## config.mk

```make
export PLATFORM = sky130hd
export DESIGN_NAME = multi_joint_pid_controller
export DESIGN_NICKNAME = d
export VERILOG_FILES = /design/src/sv/mjpid_pkg.sv /design/src/sv/mjpid_mac.sv /design/src/sv/mjpid_jstate.sv /design/src/sv/multi_joint_pid_controller.sv
export SDC_FILE = /design/constraint.sdc
export NUM_CORES = 2
export LEC_CHECK = 0
export ABC_AREA = 1
export BUFFER_PORTS_ARGS = -buffer_cell sky130_fd_sc_hd__buf_2
export CAP_MARGIN = 20
export CELL_PAD_IN_SITES_DETAIL_PLACEMENT = 0
export CELL_PAD_IN_SITES_GLOBAL_PLACEMENT = 1
export CORE_MARGIN = 4
export CORE_UTILIZATION = 45
export DETAILED_ROUTE_END_ITERATION = 8
export PLACE_DENSITY_LB_ADDON = 0.08
export SYNTH_ARGS = -nofsm -noshare
export SYNTH_HDL_FRONTEND = slang
export SYNTH_SLANG_ARGS = --single-unit
```

## constraint.sdc

```tcl
create_clock -name clk -period 8.6 [get_ports clk]
set_clock_uncertainty 0.15 [all_clocks]
set_input_delay 0.43 -clock clk [delete_from_list [all_inputs] [get_ports clk]]
set_output_delay 0.43 -clock clk [all_outputs]
set_load 0.03 [all_outputs]
```

## src/sv/mjpid_pkg.sv

```systemverilog
// Shared constants, register codes and control types for the multi-joint PID block.
`timescale 1ns / 1ps

package mjpid_pkg;

    // Joint table
    localparam int NUM_JOINTS = 8;
    localparam int JOINT_W    = 3;
    localparam int JIDX_W     = (NUM_JOINTS > 1) ? $clog2(NUM_JOINTS) : 1;

    // Fixed-point formats
    localparam int FRAC_BITS = 16;
    localparam int POS_W     = 32;
    localparam int GAIN_W    = 32;
    localparam int ERR_W     = POS_W + 1;     // Q17.16 error
    localparam int DIFF_W    = ERR_W + 1;     // error minus last error
    localparam int DERIV_W   = 42;            // diff * 100
    localparam int INTEG_W   = 40;            // Q24.16 integral
    localparam int DT_Q      = ((1 << FRAC_BITS) + 50) / 100;

    // Shared multiplier: 33-bit signed by 25-bit signed, operands split in 24-bit chunks
    localparam int CHUNK_W = 24;
    localparam int OPND_W  = 2 * CHUNK_W;
    localparam int MUL_A_W = 33;
    localparam int MUL_B_W = CHUNK_W + 1;
    localparam int PROD_W  = MUL_A_W + MUL_B_W;
    localparam int ACC_W   = 76;

    // Configuration registers
    localparam int CFG_IDX_W = 2;
    localparam logic [CFG_IDX_W-1:0] REG_GAIN_PROP  = 2'd0;
    localparam logic [CFG_IDX_W-1:0] REG_GAIN_INTEG = 2'd1;
    localparam logic [CFG_IDX_W-1:0] REG_GAIN_DERIV = 2'd2;

    localparam logic signed [GAIN_W-1:0] GAIN_PROP_RST  = 32'sd3276800;
    localparam logic signed [GAIN_W-1:0] GAIN_INTEG_RST = 32'sd0;
    localparam logic signed [GAIN_W-1:0] GAIN_DERIV_RST = 32'sd131072;

    // Control of the multiply-accumulate unit
    typedef struct packed {
        logic mul_en;    // capture a product this cycle
        logic acc_clr;   // clear the accumulator
        logic acc_add;   // product captured now is summed next cycle
        logic shift_hi;  // product belongs to the upper chunk
    } mac_ctrl_t;

endpackage

```

## src/sv/mjpid_mac.sv

```systemverilog
// Shared multiplier with product register and wide accumulator.
`timescale 1ns / 1ps

module mjpid_mac import mjpid_pkg::*;
(
    input  logic                      clk,
    input  logic                      rst_n,
    input  mac_ctrl_t                 ctrl,
    input  logic signed [MUL_A_W-1:0] op_a,
    input  logic signed [MUL_B_W-1:0] op_b,
    output logic signed [PROD_W-1:0]  prod,
    output logic signed [ACC_W-1:0]   acc
);

    logic signed [PROD_W-1:0] prod_reg;
    logic signed [ACC_W-1:0]  acc_reg;
    logic signed [ACC_W-1:0]  addend_ext;
    logic signed [ACC_W-1:0]  addend;
    logic                     add_reg;
    logic                     hi_reg;

    always_ff @(posedge clk or negedge rst_n)
    begin
        if (!rst_n)
        begin
            add_reg <= 1'b0;
            hi_reg  <= 1'b0;
        end
        else
        begin
            add_reg <= ctrl.mul_en & ctrl.acc_add;
            hi_reg  <= ctrl.shift_hi;
        end
    end

    always_ff @(posedge clk)
    begin
        if (ctrl.mul_en)
        begin
            prod_reg <= op_a * op_b;
        end
    end

    assign addend_ext = ACC_W'(prod_reg);
    assign addend     = hi_reg ? (addend_ext <<< CHUNK_W) : addend_ext;

    // exact modulo 2^ACC_W; the final sum always fits
    always_ff @(posedge clk)
    begin
        if (ctrl.acc_clr)
        begin
            acc_reg <= '0;
        end
        else if (add_reg)
        begin
            acc_reg <= acc_reg + addend;
        end
    end

    assign prod = prod_reg;
    assign acc  = acc_reg;

endmodule

```

## src/sv/mjpid_jstate.sv

```systemverilog
// Per-joint integral and previous-error store, cleared at reset.
`timescale 1ns / 1ps

module mjpid_jstate import mjpid_pkg::*;
(
    input  logic                      clk,
    input  logic                      rst_n,
    input  logic [JIDX_W-1:0]         idx,
    input  logic                      wr_en,
    input  logic signed [INTEG_W-1:0] wr_integ,
    input  logic signed [ERR_W-1:0]   wr_last,
    output logic signed [INTEG_W-1:0] rd_integ,
    output logic signed [ERR_W-1:0]   rd_last
);

    logic signed [INTEG_W-1:0] integ_mem_reg [NUM_JOINTS];
    logic signed [ERR_W-1:0]   last_mem_reg  [NUM_JOINTS];

    always_ff @(posedge clk or negedge rst_n)
    begin
        if (!rst_n)
        begin
            for (int i = 0; i < NUM_JOINTS; i++)
            begin
                integ_mem_reg[i] <= '0;
                last_mem_reg[i]  <= '0;
            end
        end
        else if (wr_en)
        begin
            integ_mem_reg[idx] <= wr_integ;
            last_mem_reg[idx]  <= wr_last;
        end
    end

    assign rd_integ = integ_mem_reg[idx];
    assign rd_last  = last_mem_reg[idx];

endmodule

```

## src/sv/multi_joint_pid_controller.sv

```systemverilog
// Top level of the multi-joint PID controller: sequencer, datapath and config registers.
// An accepted input beat runs through load, derivative, integral, gain products, drain and saturate,
// and a new sample is taken only once idle again; the shared 33x25 multiplier makes six passes
//   (three gain products, each split into two 24-bit operand chunks) plus the dt product.
// Reset (rst_n, async, active low): gains return to 50.0 / 0.0 / 2.0, every joint's
//   integral and previous error clear to zero, sequencer idles, no output beat pending.
`timescale 1ns / 1ps

module multi_joint_pid_controller import mjpid_pkg::*;
(
    input  logic                       clk,
    input  logic                       rst_n,

    // input beat: one joint sample
    input  logic                       in_valid,
    output logic                       in_ready,
    input  logic [JOINT_W-1:0]         joint,
    input  logic signed [POS_W-1:0]    target_pos,
    input  logic signed [POS_W-1:0]    measured_pos,

    // output beat: one drive command
    output logic                       out_valid,
    input  logic                       out_ready,
    output logic [JOINT_W-1:0]         joint_out,
    output logic signed [POS_W-1:0]    command,

    // gain register writes
    input  logic                       cfg_valid,
    output logic                       cfg_ready,
    input  logic [CFG_IDX_W-1:0]       cfg_index,
    input  logic [GAIN_W-1:0]          cfg_data
);

    // ------------------------------------------------------------------
    // Sequencer codes
    // ------------------------------------------------------------------
    localparam logic [2:0] ST_IDLE  = 3'd0;  // waiting for an input beat
    localparam logic [2:0] ST_LOAD  = 3'd1;  // form error, fetch joint state
    localparam logic [2:0] ST_DERIV = 3'd2;  // derivative; error*dt into multiplier
    localparam logic [2:0] ST_INTEG = 3'd3;  // update integral; first gain product
    localparam logic [2:0] ST_MUL   = 3'd4;  // remaining gain products
    localparam logic [2:0] ST_DRAIN = 3'd5;  // last product lands in accumulator
    localparam logic [2:0] ST_SAT   = 3'd6;  // shift, saturate, load output register

    // Multiplier pass order: (gain, operand chunk)
    localparam logic [2:0] STEP_P_LO = 3'd0;
    localparam logic [2:0] STEP_P_HI = 3'd1;
    localparam logic [2:0] STEP_D_LO = 3'd2;
    localparam logic [2:0] STEP_D_HI = 3'd3;
    localparam logic [2:0] STEP_I_LO = 3'd4;
    localparam logic [2:0] STEP_I_HI = 3'd5;

    localparam int SAT_TOP_W = ACC_W - FRAC_BITS - POS_W + 1;

    // ------------------------------------------------------------------
    // Registers
    // ------------------------------------------------------------------
    logic [2:0]                state_reg, state_next;
    logic [2:0]                step_reg,  step_next;
    logic                      out_valid_reg;
    logic                      jok_reg;

    logic signed [GAIN_W-1:0]  gain_prop_reg;
    logic signed [GAIN_W-1:0]  gain_integ_reg;
    logic signed [GAIN_W-1:0]  gain_deriv_reg;

    logic [JOINT_W-1:0]        joint_reg;
    logic signed [POS_W-1:0]   target_reg;
    logic signed [POS_W-1:0]   measured_reg;
    logic signed [ERR_W-1:0]   err_reg;
    logic signed [INTEG_W-1:0] iold_reg;
    logic signed [ERR_W-1:0]   last_reg;
    logic signed [DERIV_W-1:0] deriv_reg;
    logic signed [INTEG_W-1:0] integ_reg;
    logic [JOINT_W-1:0]        joint_out_reg;
    logic signed [POS_W-1:0]   command_reg;

    // ------------------------------------------------------------------
    // Datapath wires
    // ------------------------------------------------------------------
    logic                        in_beat;
    logic                        out_free;
    logic                        joint_ok;
    logic signed [ERR_W-1:0]     err_calc;
    logic signed [DIFF_W-1:0]    diff;
    logic signed [DERIV_W-1:0]   diff_ext;
    logic signed [DERIV_W-1:0]   deriv_calc;
    logic signed [PROD_W-1:0]    prod;
    logic signed [PROD_W-1:0]    prod_shift;
    logic signed [INTEG_W+2:0]   integ_sum;
    logic signed [INTEG_W-1:0]   integ_sat;
    logic signed [INTEG_W-1:0]   st_integ;
    logic signed [ERR_W-1:0]     st_last;
    logic                        st_wr_en;
    logic [2:0]                  mul_step;
    logic signed [OPND_W-1:0]    opnd;
    logic signed [GAIN_W-1:0]    gain_sel;
    logic signed [MUL_A_W-1:0]   op_a;
    logic signed [MUL_B_W-1:0]   op_b;
    logic signed [ACC_W-1:0]     acc;
    logic [SAT_TOP_W-1:0]        sat_top;
    logic signed [POS_W-1:0]     cmd_sat;
    mac_ctrl_t                   mac_ctrl;

    assign in_ready  = (state_reg == ST_IDLE);
    assign in_beat   = in_valid & in_ready;
    assign out_free  = ~out_valid_reg | out_ready;
    assign cfg_ready = 1'b1;

    // joints past the table give a zero command and leave state alone
    assign joint_ok = ({1'b0, joint_reg} < (JOINT_W + 1)'(NUM_JOINTS));

    // error = target - measured, exact in 33 bits
    assign err_calc = {target_reg[POS_W-1], target_reg} - {measured_reg[POS_W-1], measured_reg};

    // derivative = (error - last error) * 100, built as 64 + 32 + 4
    assign diff       = {err_reg[ERR_W-1], err_reg} - {last_reg[ERR_W-1], last_reg};
    assign diff_ext   = DERIV_W'(diff);
    assign deriv_calc = (diff_ext <<< 6) + (diff_ext <<< 5) + (diff_ext <<< 2);

    // integral += floor(error*dt / 2^FRAC_BITS), saturated to 40 bits
    assign prod_shift = prod >>> FRAC_BITS;
    assign integ_sum  = (INTEG_W + 3)'(iold_reg) + (INTEG_W + 3)'(prod_shift);

    always_comb
    begin
        if ((&integ_sum[INTEG_W+2:INTEG_W-1]) || !(|integ_sum[INTEG_W+2:INTEG_W-1]))
        begin
            integ_sat = integ_sum[INTEG_W-1:0];
        end
        else if (integ_sum[INTEG_W+2])
        begin
            integ_sat = {1'b1, {(INTEG_W-1){1'b0}}};
        end
        else
        begin
            integ_sat = {1'b0, {(INTEG_W-1){1'b1}}};
        end
    end

    // ------------------------------------------------------------------
    // Shared multiplier operand selection
    // ------------------------------------------------------------------
    assign mul_step = (state_reg == ST_MUL) ? step_reg : STEP_P_LO;

    always_comb
    begin
        case (mul_step)
            STEP_P_LO, STEP_P_HI:
            begin
                opnd     = OPND_W'(err_reg);
                gain_sel = gain_prop_reg;
            end
            STEP_D_LO, STEP_D_HI:
            begin
                opnd     = OPND_W'(deriv_reg);
                gain_sel = gain_deriv_reg;
            end
            STEP_I_LO, STEP_I_HI:
            begin
                opnd     = OPND_W'(integ_reg);
                gain_sel = gain_integ_reg;
            end
            default:
            begin
                opnd     = '0;
                gain_sel = '0;
            end
        endcase
    end

    always_comb
    begin
        if (state_reg == ST_DERIV)
        begin
            // error * dt for the integral update
            op_a = MUL_A_W'(err_reg);
            op_b = MUL_B_W'(DT_Q);
        end
        else
        begin
            op_a = MUL_A_W'(gain_sel);
            if (mul_step[0])
            begin
                op_b = {opnd[OPND_W-1], opnd[OPND_W-1:CHUNK_W]};
            end
            else
            begin
                op_b = {1'b0, opnd[CHUNK_W-1:0]};
            end
        end
    end

    always_comb
    begin
        mac_ctrl.mul_en   = (state_reg == ST_DERIV) || (state_reg == ST_INTEG) ||
                            (state_reg == ST_MUL);
        mac_ctrl.acc_clr  = (state_reg == ST_DERIV);
        mac_ctrl.acc_add  = (state_reg == ST_INTEG) || (state_reg == ST_MUL);
        mac_ctrl.shift_hi = mac_ctrl.acc_add & mul_step[0];
    end

    mjpid_mac u_mac
    (
        .clk   (clk),
        .rst_n (rst_n),
        .ctrl  (mac_ctrl),
        .op_a  (op_a),
        .op_b  (op_b),
        .prod  (prod),
        .acc   (acc)
    );

    // ------------------------------------------------------------------
    // Per-joint state
    // ------------------------------------------------------------------
    assign st_wr_en = (state_reg == ST_INTEG) && jok_reg;

    mjpid_jstate u_jstate
    (
        .clk      (clk),
        .rst_n    (rst_n),
        .idx      (JIDX_W'(joint_reg)),
        .wr_en    (st_wr_en),
        .wr_integ (integ_sat),
        .wr_last  (err_reg),
        .rd_integ (st_integ),
        .rd_last  (st_last)
    );

    // ------------------------------------------------------------------
    // Final shift by FRAC_BITS and saturation to 32 bits
    // ------------------------------------------------------------------
    assign sat_top = acc[ACC_W-1:FRAC_BITS+POS_W-1];

    always_comb
    begin
        if (!jok_reg)
        begin
            cmd_sat = '0;
        end
        else if ((&sat_top) || !(|sat_top))
        begin
            cmd_sat = acc[FRAC_BITS+POS_W-1:FRAC_BITS];
        end
        else if (acc[ACC_W-1])
        begin
            cmd_sat = {1'b1, {(POS_W-1){1'b0}}};
        end
        else
        begin
            cmd_sat = {1'b0, {(POS_W-1){1'b1}}};
        end
    end

    // ------------------------------------------------------------------
    // Sequencer
    // ------------------------------------------------------------------
    always_comb
    begin
        state_next = state_reg;
        step_next  = step_reg;
        case (state_reg)
            ST_IDLE:
            begin
                if (in_valid)
                begin
                    state_next = ST_LOAD;
                end
            end
            ST_LOAD:
            begin
                state_next = joint_ok ? ST_DERIV : ST_SAT;
            end
            ST_DERIV:
            begin
                state_next = ST_INTEG;
            end
            ST_INTEG:
            begin
                state_next = ST_MUL;
                step_next  = STEP_P_HI;
            end
            ST_MUL:
            begin
                if (step_reg == STEP_I_HI)
                begin
                    state_next = ST_DRAIN;
                end
                else
                begin
                    step_next = step_reg + 3'd1;
                end
            end
            ST_DRAIN:
            begin
                state_next = ST_SAT;
            end
            ST_SAT:
            begin
                if (out_free)
                begin
                    state_next = ST_IDLE;
                end
            end
            default:
            begin
                state_next = ST_IDLE;
            end
        endcase
    end

    always_ff @(posedge clk or negedge rst_n)
    begin
        if (!rst_n)
        begin
            state_reg      <= ST_IDLE;
            step_reg       <= STEP_P_LO;
            out_valid_reg  <= 1'b0;
            jok_reg        <= 1'b0;
            gain_prop_reg  <= GAIN_PROP_RST;
            gain_integ_reg <= GAIN_INTEG_RST;
            gain_deriv_reg <= GAIN_DERIV_RST;
        end
        else
        begin
            state_reg <= state_next;
            step_reg  <= step_next;

            if (state_reg == ST_LOAD)
            begin
                jok_reg <= joint_ok;
            end

            if ((state_reg == ST_SAT) && out_free)
            begin
                out_valid_reg <= 1'b1;
            end
            else if (out_ready)
            begin
                out_valid_reg <= 1'b0;
            end

            if (cfg_valid && cfg_ready)
            begin
                case (cfg_index)
                    REG_GAIN_PROP:  gain_prop_reg  <= cfg_data;
                    REG_GAIN_INTEG: gain_integ_reg <= cfg_data;
                    REG_GAIN_DERIV: gain_deriv_reg <= cfg_data;
                    default:        ;
                endcase
            end
        end
    end

    // payload registers, no reset
    always_ff @(posedge clk)
    begin
        if (in_beat)
        begin
            joint_reg    <= joint;
            target_reg   <= target_pos;
            measured_reg <= measured_pos;
        end
        if (state_reg == ST_LOAD)
        begin
            err_reg  <= err_calc;
            iold_reg <= st_integ;
            last_reg <= st_last;
        end
        if (state_reg == ST_DERIV)
        begin
            deriv_reg <= deriv_calc;
        end
        if (state_reg == ST_INTEG)
        begin
            integ_reg <= integ_sat;
        end
        if ((state_reg == ST_SAT) && out_free)
        begin
            joint_out_reg <= joint_reg;
            command_reg   <= cmd_sat;
        end
    end

    assign out_valid = out_valid_reg;
    assign joint_out = joint_out_reg;
    assign command   = command_reg;

    // ------------------------------------------------------------------
    // Assertions
    // ------------------------------------------------------------------
    a_accept_starts: assert property (@(posedge clk) disable iff (!rst_n)
        in_beat |=> (state_reg == ST_LOAD))
        else $error("accepted beat did not start the sequencer");

    a_sat_loads_out: assert property (@(posedge clk) disable iff (!rst_n)
        ((state_reg == ST_SAT) && out_free) |=> out_valid_reg)
        else $error("finished result not presented");

    a_bad_joint_zero: assert property (@(posedge clk) disable iff (!rst_n)
        (out_valid_reg && ({1'b0, joint_out_reg} >= (JOINT_W + 1)'(NUM_JOINTS)))
        |-> (command_reg == '0))
        else $error("nonzero command for joint outside table");

    a_no_write_busy_out: assert property (@(posedge clk) disable iff (!rst_n)
        st_wr_en |-> $past(state_reg == ST_DERIV))
        else $error("joint state written out of sequence");

endmodule
```

# --- After elaboration in Yosys (flattened, before gate mapping) ---
# Cells that the tools add are included.
classes:
  multipliers: 1
  bitwise: 6
  addsub: 7
  n_eq_ne: 18
  mux: 31
  order_cmp: 2
  reduce_logical: 27
op_table:
  columns: ["operator", "n"]
  rows:
  - ["bitwise mux 320 bit", 1]
  - ["bitwise mux 264 bit", 1]
  - ["two-way mux 40 bit", 5]
  - ["case mux 48 bit (3 select lines)", 1]
  - ["two-way mux 33 bit", 4]
  - ["binary-select mux 40 bit (select 3 bit)", 1]
  - ["demux 40 bit (select 3 bit)", 1]
  - ["binary-select mux 33 bit (select 3 bit)", 1]
  - ["demux 33 bit (select 3 bit)", 1]
  - ["case mux 32 bit (3 select lines)", 1]
  - ["adder 76 bit", 1]
  - ["two-way mux 76 bit", 1]
  - ["two-way mux 32 bit", 2]
  - ["multiplier 33 x 25 -> 58 bit", 1]
  - ["two-way mux 25 bit", 2]
  - ["adder 40 x 42 -> 43 bit", 1]
  - ["adder 41 x 36 -> 42 bit", 1]
  - ["adder 40 x 39 -> 41 bit", 1]
  - ["subtractor 33 x 33 -> 34 bit", 1]
  - ["subtractor 32 x 32 -> 33 bit", 1]
  - ["AND reduction 29 bit", 1]
  - ["OR reduction 29 bit", 1]
  - ["case mux 3 bit (7 select lines)", 1]
  - ["== test 3 bit (second input constant)", 6]
  - ["other kinds (27)", 54]
totals:
  reg_bits: 1114
  wordCells: 129
  input_bits: 106

# --- Longest topological paths before layout ---
logic_depth:
  ltp_word: 8
  depth_mapped: 46
  ltp_nobuf: 44

# --- Cells and area by module ---
# From an unflattened synthesis, not the netlist that was laid out.
unflattened:
  hier_cells: 12765
  area_unflattened_um2: 95477.8
modules_own_cells:
  columns: ["mod", "n_inst", "cells_each", "area_each_um2"]
  rows:
  - ["mjpid_mac", 1, 5960, 42748.5]
  - ["mjpid_jstate", 1, 3753, 27575.2]
  - ["multi_joint_pid_controller", 1, 3052, 25154.1]

# --- Worst setup path after synthesis ---
# Ideal clock, no wire load.
synth_path:
  path_type: "register to register"
  start: "reg state_reg[2]"
  end: "reg u_mac.prod_reg[57], in the netlist u_mac.prod[57], data pin"
  required_time_ns: 8.198
  setup_time_ns: 0.252
  synth_period_minus_slack_ns: 8.672
  n_path_buf: 2
  slack_ns: -0.072
  stages_incl_launch_ff: 31
  arrival_time_ns: 8.270
  path_cell_list: "dfrtp_1 > nor2_1 > nand2_1 > inv_1 > clkbuf_1 > a21oi_1 > o21ai_2 > buf_2 > nand2_1 > fa_1 > inv_1 > fa_1 > inv_1 > fa_1 > inv_1 > fa_1 > fa_1 > fa_1 > fa_1 > ha_1 > nand2_1 > nor2_1 > inv_1 > nor2_1 > inv_1 > nor4_1 > nand2_1 > nand3_1 > inv_1 > nand2_1 > nand2_1"
synth_via:
  elab_chain_len: 8
  elab_cells_between_ends: 18
  cone_classes: "1 x mul; 7 x eq/ne; 6 x mux; 4 x reduce/logical"
synth_lines:
  columns: ["item", "line", "rtl"]
  rows:
  - ["start, declared", "multi_joint_pid_controller.sv:58", "logic [2:0] state_reg, state_next;"]
  - ["start signal, assigned", "multi_joint_pid_controller.sv:327", "state_reg <= state_next;"]
  - ["== test 3 bit", "multi_joint_pid_controller.sv:144", "assign mul_step = (state_reg == ST_MUL) ? step_reg : STEP_P_LO;"]
  - ["two-way mux 3 bit", "multi_joint_pid_controller.sv:144", null]
  - ["== test 3 bit (tied with other cells)", "multi_joint_pid_controller.sv:148", "case (mul_step)"]
  - ["OR reduction 2 bit", "multi_joint_pid_controller.sv:148", null]
  - ["case mux 48 bit (3 select lines)", "multi_joint_pid_controller.sv:148", null]
  - ["two-way mux 25 bit", "multi_joint_pid_controller.sv:183", "if (mul_step[0])"]
  - ["two-way mux 25 bit", "multi_joint_pid_controller.sv:174", "if (state_reg == ST_DERIV)"]
  - ["multiplier 33 x 25 -> 58 bit *", "mjpid_mac.sv:40", "prod_reg <= op_a * op_b;"]
  - ["end signal, assigned", "mjpid_mac.sv:40", null]
  - ["end, declared", "mjpid_mac.sv:15", "logic signed [PROD_W-1:0] prod_reg;"]
# Mark *: on every way between the ends. The rest lies on a longest branch, timed or not.
# A chain may end at the register's enable or synchronous reset.

# --- Worst setup path after layout ---
layout_path:
  start: "reg state_reg[1]"
  end: "reg u_mac.prod_reg[51], in the netlist u_mac.prod[51], data pin"
# The elaborated chain is that of the path after synthesis.

==> metrics.log <==
[metrics] run status: complete, no violations
[metrics] post-synthesis to final-layout area growth: 14.4%
[metrics] FF/Latch Area: 29200 µm²
[metrics] CTS tree: built
[metrics] startpoint of the worst-slack reg-to-reg timing path: state_reg[1]$_DFFE_PN0P_
[metrics] chip width: around 450 µm
[metrics] critical path endpoint: u_mac.prod[51]$_DFFE_PP_
[metrics] maximum number of pins on one net before global-route repair: between 150 and 200
[metrics] total standard cell area after synthesis: 89600 µm²
[metrics] Slew Limit Fails: 0
[metrics] CP Capture Type: flip-flop
[metrics] area of the core: 198000 µm²
[metrics] worst setup path startpoint: state_reg[1]$_DFFE_PN0P_
[metrics] TritonCTS sink count: 1111
[metrics] max capacitance violation total: 0
[metrics] maximum level of the CTS H-tree: 3
[metrics] maximum frequency from static timing analysis: ~0.12 GHz
[metrics] maximum single-stage delay on the critical path: 0.58 ns
[metrics] top-area cell type share of the netlist area: between 10% and 20%
[metrics] cell taking the most area after synthesis: sky130_fd_sc_hd__fa_1
[metrics] Hold Crit Class: input pin to async pin
[metrics] Worst slew margin: approximately a quarter
[metrics] Synthesis Warnings: 0
[metrics] Clock Tree Root: sky130_fd_sc_hd__clkbuf_16
[metrics] post-CTS clock slew at the launch and capture registers of the worst setup and hold paths: roughly 0.07 ns
[metrics] Worst Path Max Fanout: 11
[metrics] I/O pin cnt: 144
[metrics] Post-synth top flop: sky130_fd_sc_hd__dfrtp_1
[metrics] cell count after synthesis: approximately 11000
[metrics] Post-synth ARST share: between 60 and 70%
[metrics] Synth cell types: 63
[metrics] critical path launch point type: flip-flop
[metrics] multi-input logic area: between 50000 and 60000 µm²
[metrics] vertical extent of the die: between 400 and 500 µm
[metrics] minimum period implied by the final worst setup slack: roughly 8.4 ns
[metrics] Crit path required time: between 8 and 9 ns
[metrics] number of nets still failing antenna checks after routing: 0
[metrics] ranking of synthesized cells by area: sky130_fd_sc_hd__fa_1 (20%), sky130_fd_sc_hd__dfrtp_1 (19%), sky130_fd_sc_hd__nand2_1 (12%)
[metrics] CP max stage cell: sky130_fd_sc_hd__fa_1
[metrics] # nets final: ~13000
[metrics] initial antenna violation count: 7
[metrics] number of DRC violations after detailed-routing iteration 0: roughly 7600
[metrics] startpoint-to-endpoint class of the critical path: flip-flop to flip-flop
[metrics] Post-synth EDFFs: between 300 and 400
[metrics] final hold viol count: 0
[metrics] weighted congestion reported at the end of routability-driven placement: 0.992
[metrics] terminus of the critical flop-to-flop path: u_mac.prod[51]$_DFFE_PP_
[metrics] # setup viols final: 0
[metrics] Vias/cell: 5.45
[metrics] Filler Cell Count: roughly 19000
[metrics] DRC: 0
[metrics] total negative setup slack: 0 ns
[metrics] number of flip-flops under the largest register name: 320
[metrics] mean area per synthesized cell: 8.17 µm²
[metrics] depth of the most critical reg-to-reg path: 39
[metrics] detailed-route wire length: approximately 360 mm
[metrics] buffer depth of the longest clock path: 3
[metrics] portion of the clock cycle consumed by the worst path in the final layout: between 90% and 100%
[metrics] Congestion Overflow GR: 0
[metrics] via count of the routed design: approximately 77000
[metrics] slew at the pin closest to its max-slew limit: roughly 1.2 ns
[metrics] initial cell density of the core: a little under half
[metrics] share of layout cells above drive strength 1: under 10%
[metrics] number of cell rows: roughly 160
[metrics] input/output buffers: ~140
[metrics] DIE AREA: 206000 µm²
[metrics] HPWL after DPL: 271 mm
[metrics] via count of the first global-routing pass: about 77000
[metrics] Net Count, Synth: between 10000 and 15000
[metrics] iteration count of the initial detailed-routing pass: 8
[metrics] Worst-Skew Late Latency: 0.83 ns
[metrics] number of clock buffers inserted by TritonCTS: between 100 and 150
[metrics] setup repair after global routing missed its margin: yes
[metrics] worst-case register-to-register setup slack: between 0.2 and 0.25 ns
[metrics] data arrival time of the critical path: 8.68 ns
[metrics] global-route wire length before repair: between 500 and 600 mm
[metrics] synthesized flop and latch total: 1111
[metrics] Tot GR Track Use: around a third
[metrics] sequential fraction of the synthesis area: between 30 and 40%
[metrics] average wire per standard cell: 25.2 µm
## cells in the mapped netlist, drive strengths merged, types with 2 or more instances
cell,count
nor4,32
o21ai,816
nand3,235
nand2,3010
buf,167
a21o,29
xor2,151
and3,3
a221oi,80
clkinv,6
o22ai,44
nand4,89
o31ai,3
o211ai,35
a21boi,13
nor2,828
o2111a,2
o21a,13
fa,880
dfrtp,686
a22o,14
a31o,2
o221ai,7
xnor2,66
o21bai,60
a21oi,417
clkbuf,223
and2,4
inv,2009
a31oi,29
dfxtp,76
o2111ai,29
edfxtp,345
ha,374
a22oi,106
a211oi,6
dfstp,4
nor3,51
or2,3
nand3b,6
## how the worst min path moves through the flow
stage / from / endpoint / slack [ns] / depth (start not counted)
final: rst_n / gain_integ_reg[17]$_DFFE_PN0P_ / 0.02 / 2
after CTS: rst_n / gain_integ_reg[17]$_DFFE_PN0P_ / 0.02 / 2
after detailed placement: rst_n / gain_integ_reg[17]$_DFFE_PN0P_ / 0.27 / 1
after global routing: rst_n / gain_integ_reg[17]$_DFFE_PN0P_ / 0.06 / 2
after floorplan: rst_n / gain_deriv_reg[0]$_DFFE_PN0P_ / -0.02 / 0
after global placement: rst_n / gain_integ_reg[17]$_DFFE_PN0P_ / 0.26 / 1
## placed cells by master (no fill, tap or decap), drive strengths merged, types with 80 or more instances in the layout
cell type    instances
a21oi              417
a221oi              80
a22oi              106
buf                597
clkbuf             200
dfrtp              686
dlygate4sd3        102
edfxtp             345
fa                 880
ha                 374
inv               2000
nand2             3010
nand3              235
nand4               89
nor2               828
o21ai              816
xor2               151
## metal layers
metal / global-route usage [%] / routed length [µm] / vias up
met4: 16.7 / 21200 / 2
met1: 44.6 / 145000 / 38300
li1: - / - / 35200
met2: 55.5 / 165000 / 2997
met5: 0 / 15 / -
met3: 4.85 / 24900 / 656
## layout make-up
class	count	area share, %
repair buffers	711	6.00
clock buffers	188	3.56
inverters	2015	7.47
diodes	3	0.00733
multi-input cells	7441	50.9
repair inverters	1	0.00488
flip-flops and latches	1111	28.5
well taps	2640	3.22
clock inverters	44	0.414
## critical path, delay by kind of cell (launching register included)
family / cells / cell delay (ns)
flip-flops: 1 / 0.39
adder cells (fa/ha/maj): 8 / 3.91
AO/OA/AOI/OAI: 8 / 1.16
AND/OR/NAND/NOR: 9 / 1.00
buffers and inverters: 14 / 1.38
## timing repair
action	in CTS	in global routing
pin swaps	2	48
gates resized for setup	13	238
setup endpoints to repair	17	34
cloned	0	13
hold buffers	102	0
hold endpoints to repair	236	0
buffers inserted	0	45
## per-stage QoR
stage / instance area (µm²) / utilization (%) / setup slack [ns] / cells / hold slack (ns)
6_report: 102000 / 51.9 / 0.248 / 14200 / 0.0204
5_1_grt: 102000 / 51.9 / -0.0720 / 14200 / 0.0597
4_1_cts: 101000 / 51.0 / 0.00721 / 14100 / 0.0194
3_5_place_dp: 95600 / 48.4 / -0.0630 / 13800 / 0.272
3_3_place_gp: 95600 / 48.4 / -0.110 / 13800 / 0.264
2_1_floorplan: 89600 / - / 0.617 / 11000 / -0.0156
## cells by family after synthesis
family / after synthesis / share of synthesized area (%)
simple gates: 4263 / 19.0
buf+inv: 2405 / 10.4
compound gates: 1706 / 11.1
fa+ha+maj: 1254 / 24.9
flops: 1111 / 32.6
xor+xnor: 217 / 2.12
other cells: 1 / 0.00419
Power is not shown: default switching activity piles up to over one toggle a cycle in this logic, so the estimate is an artifact.
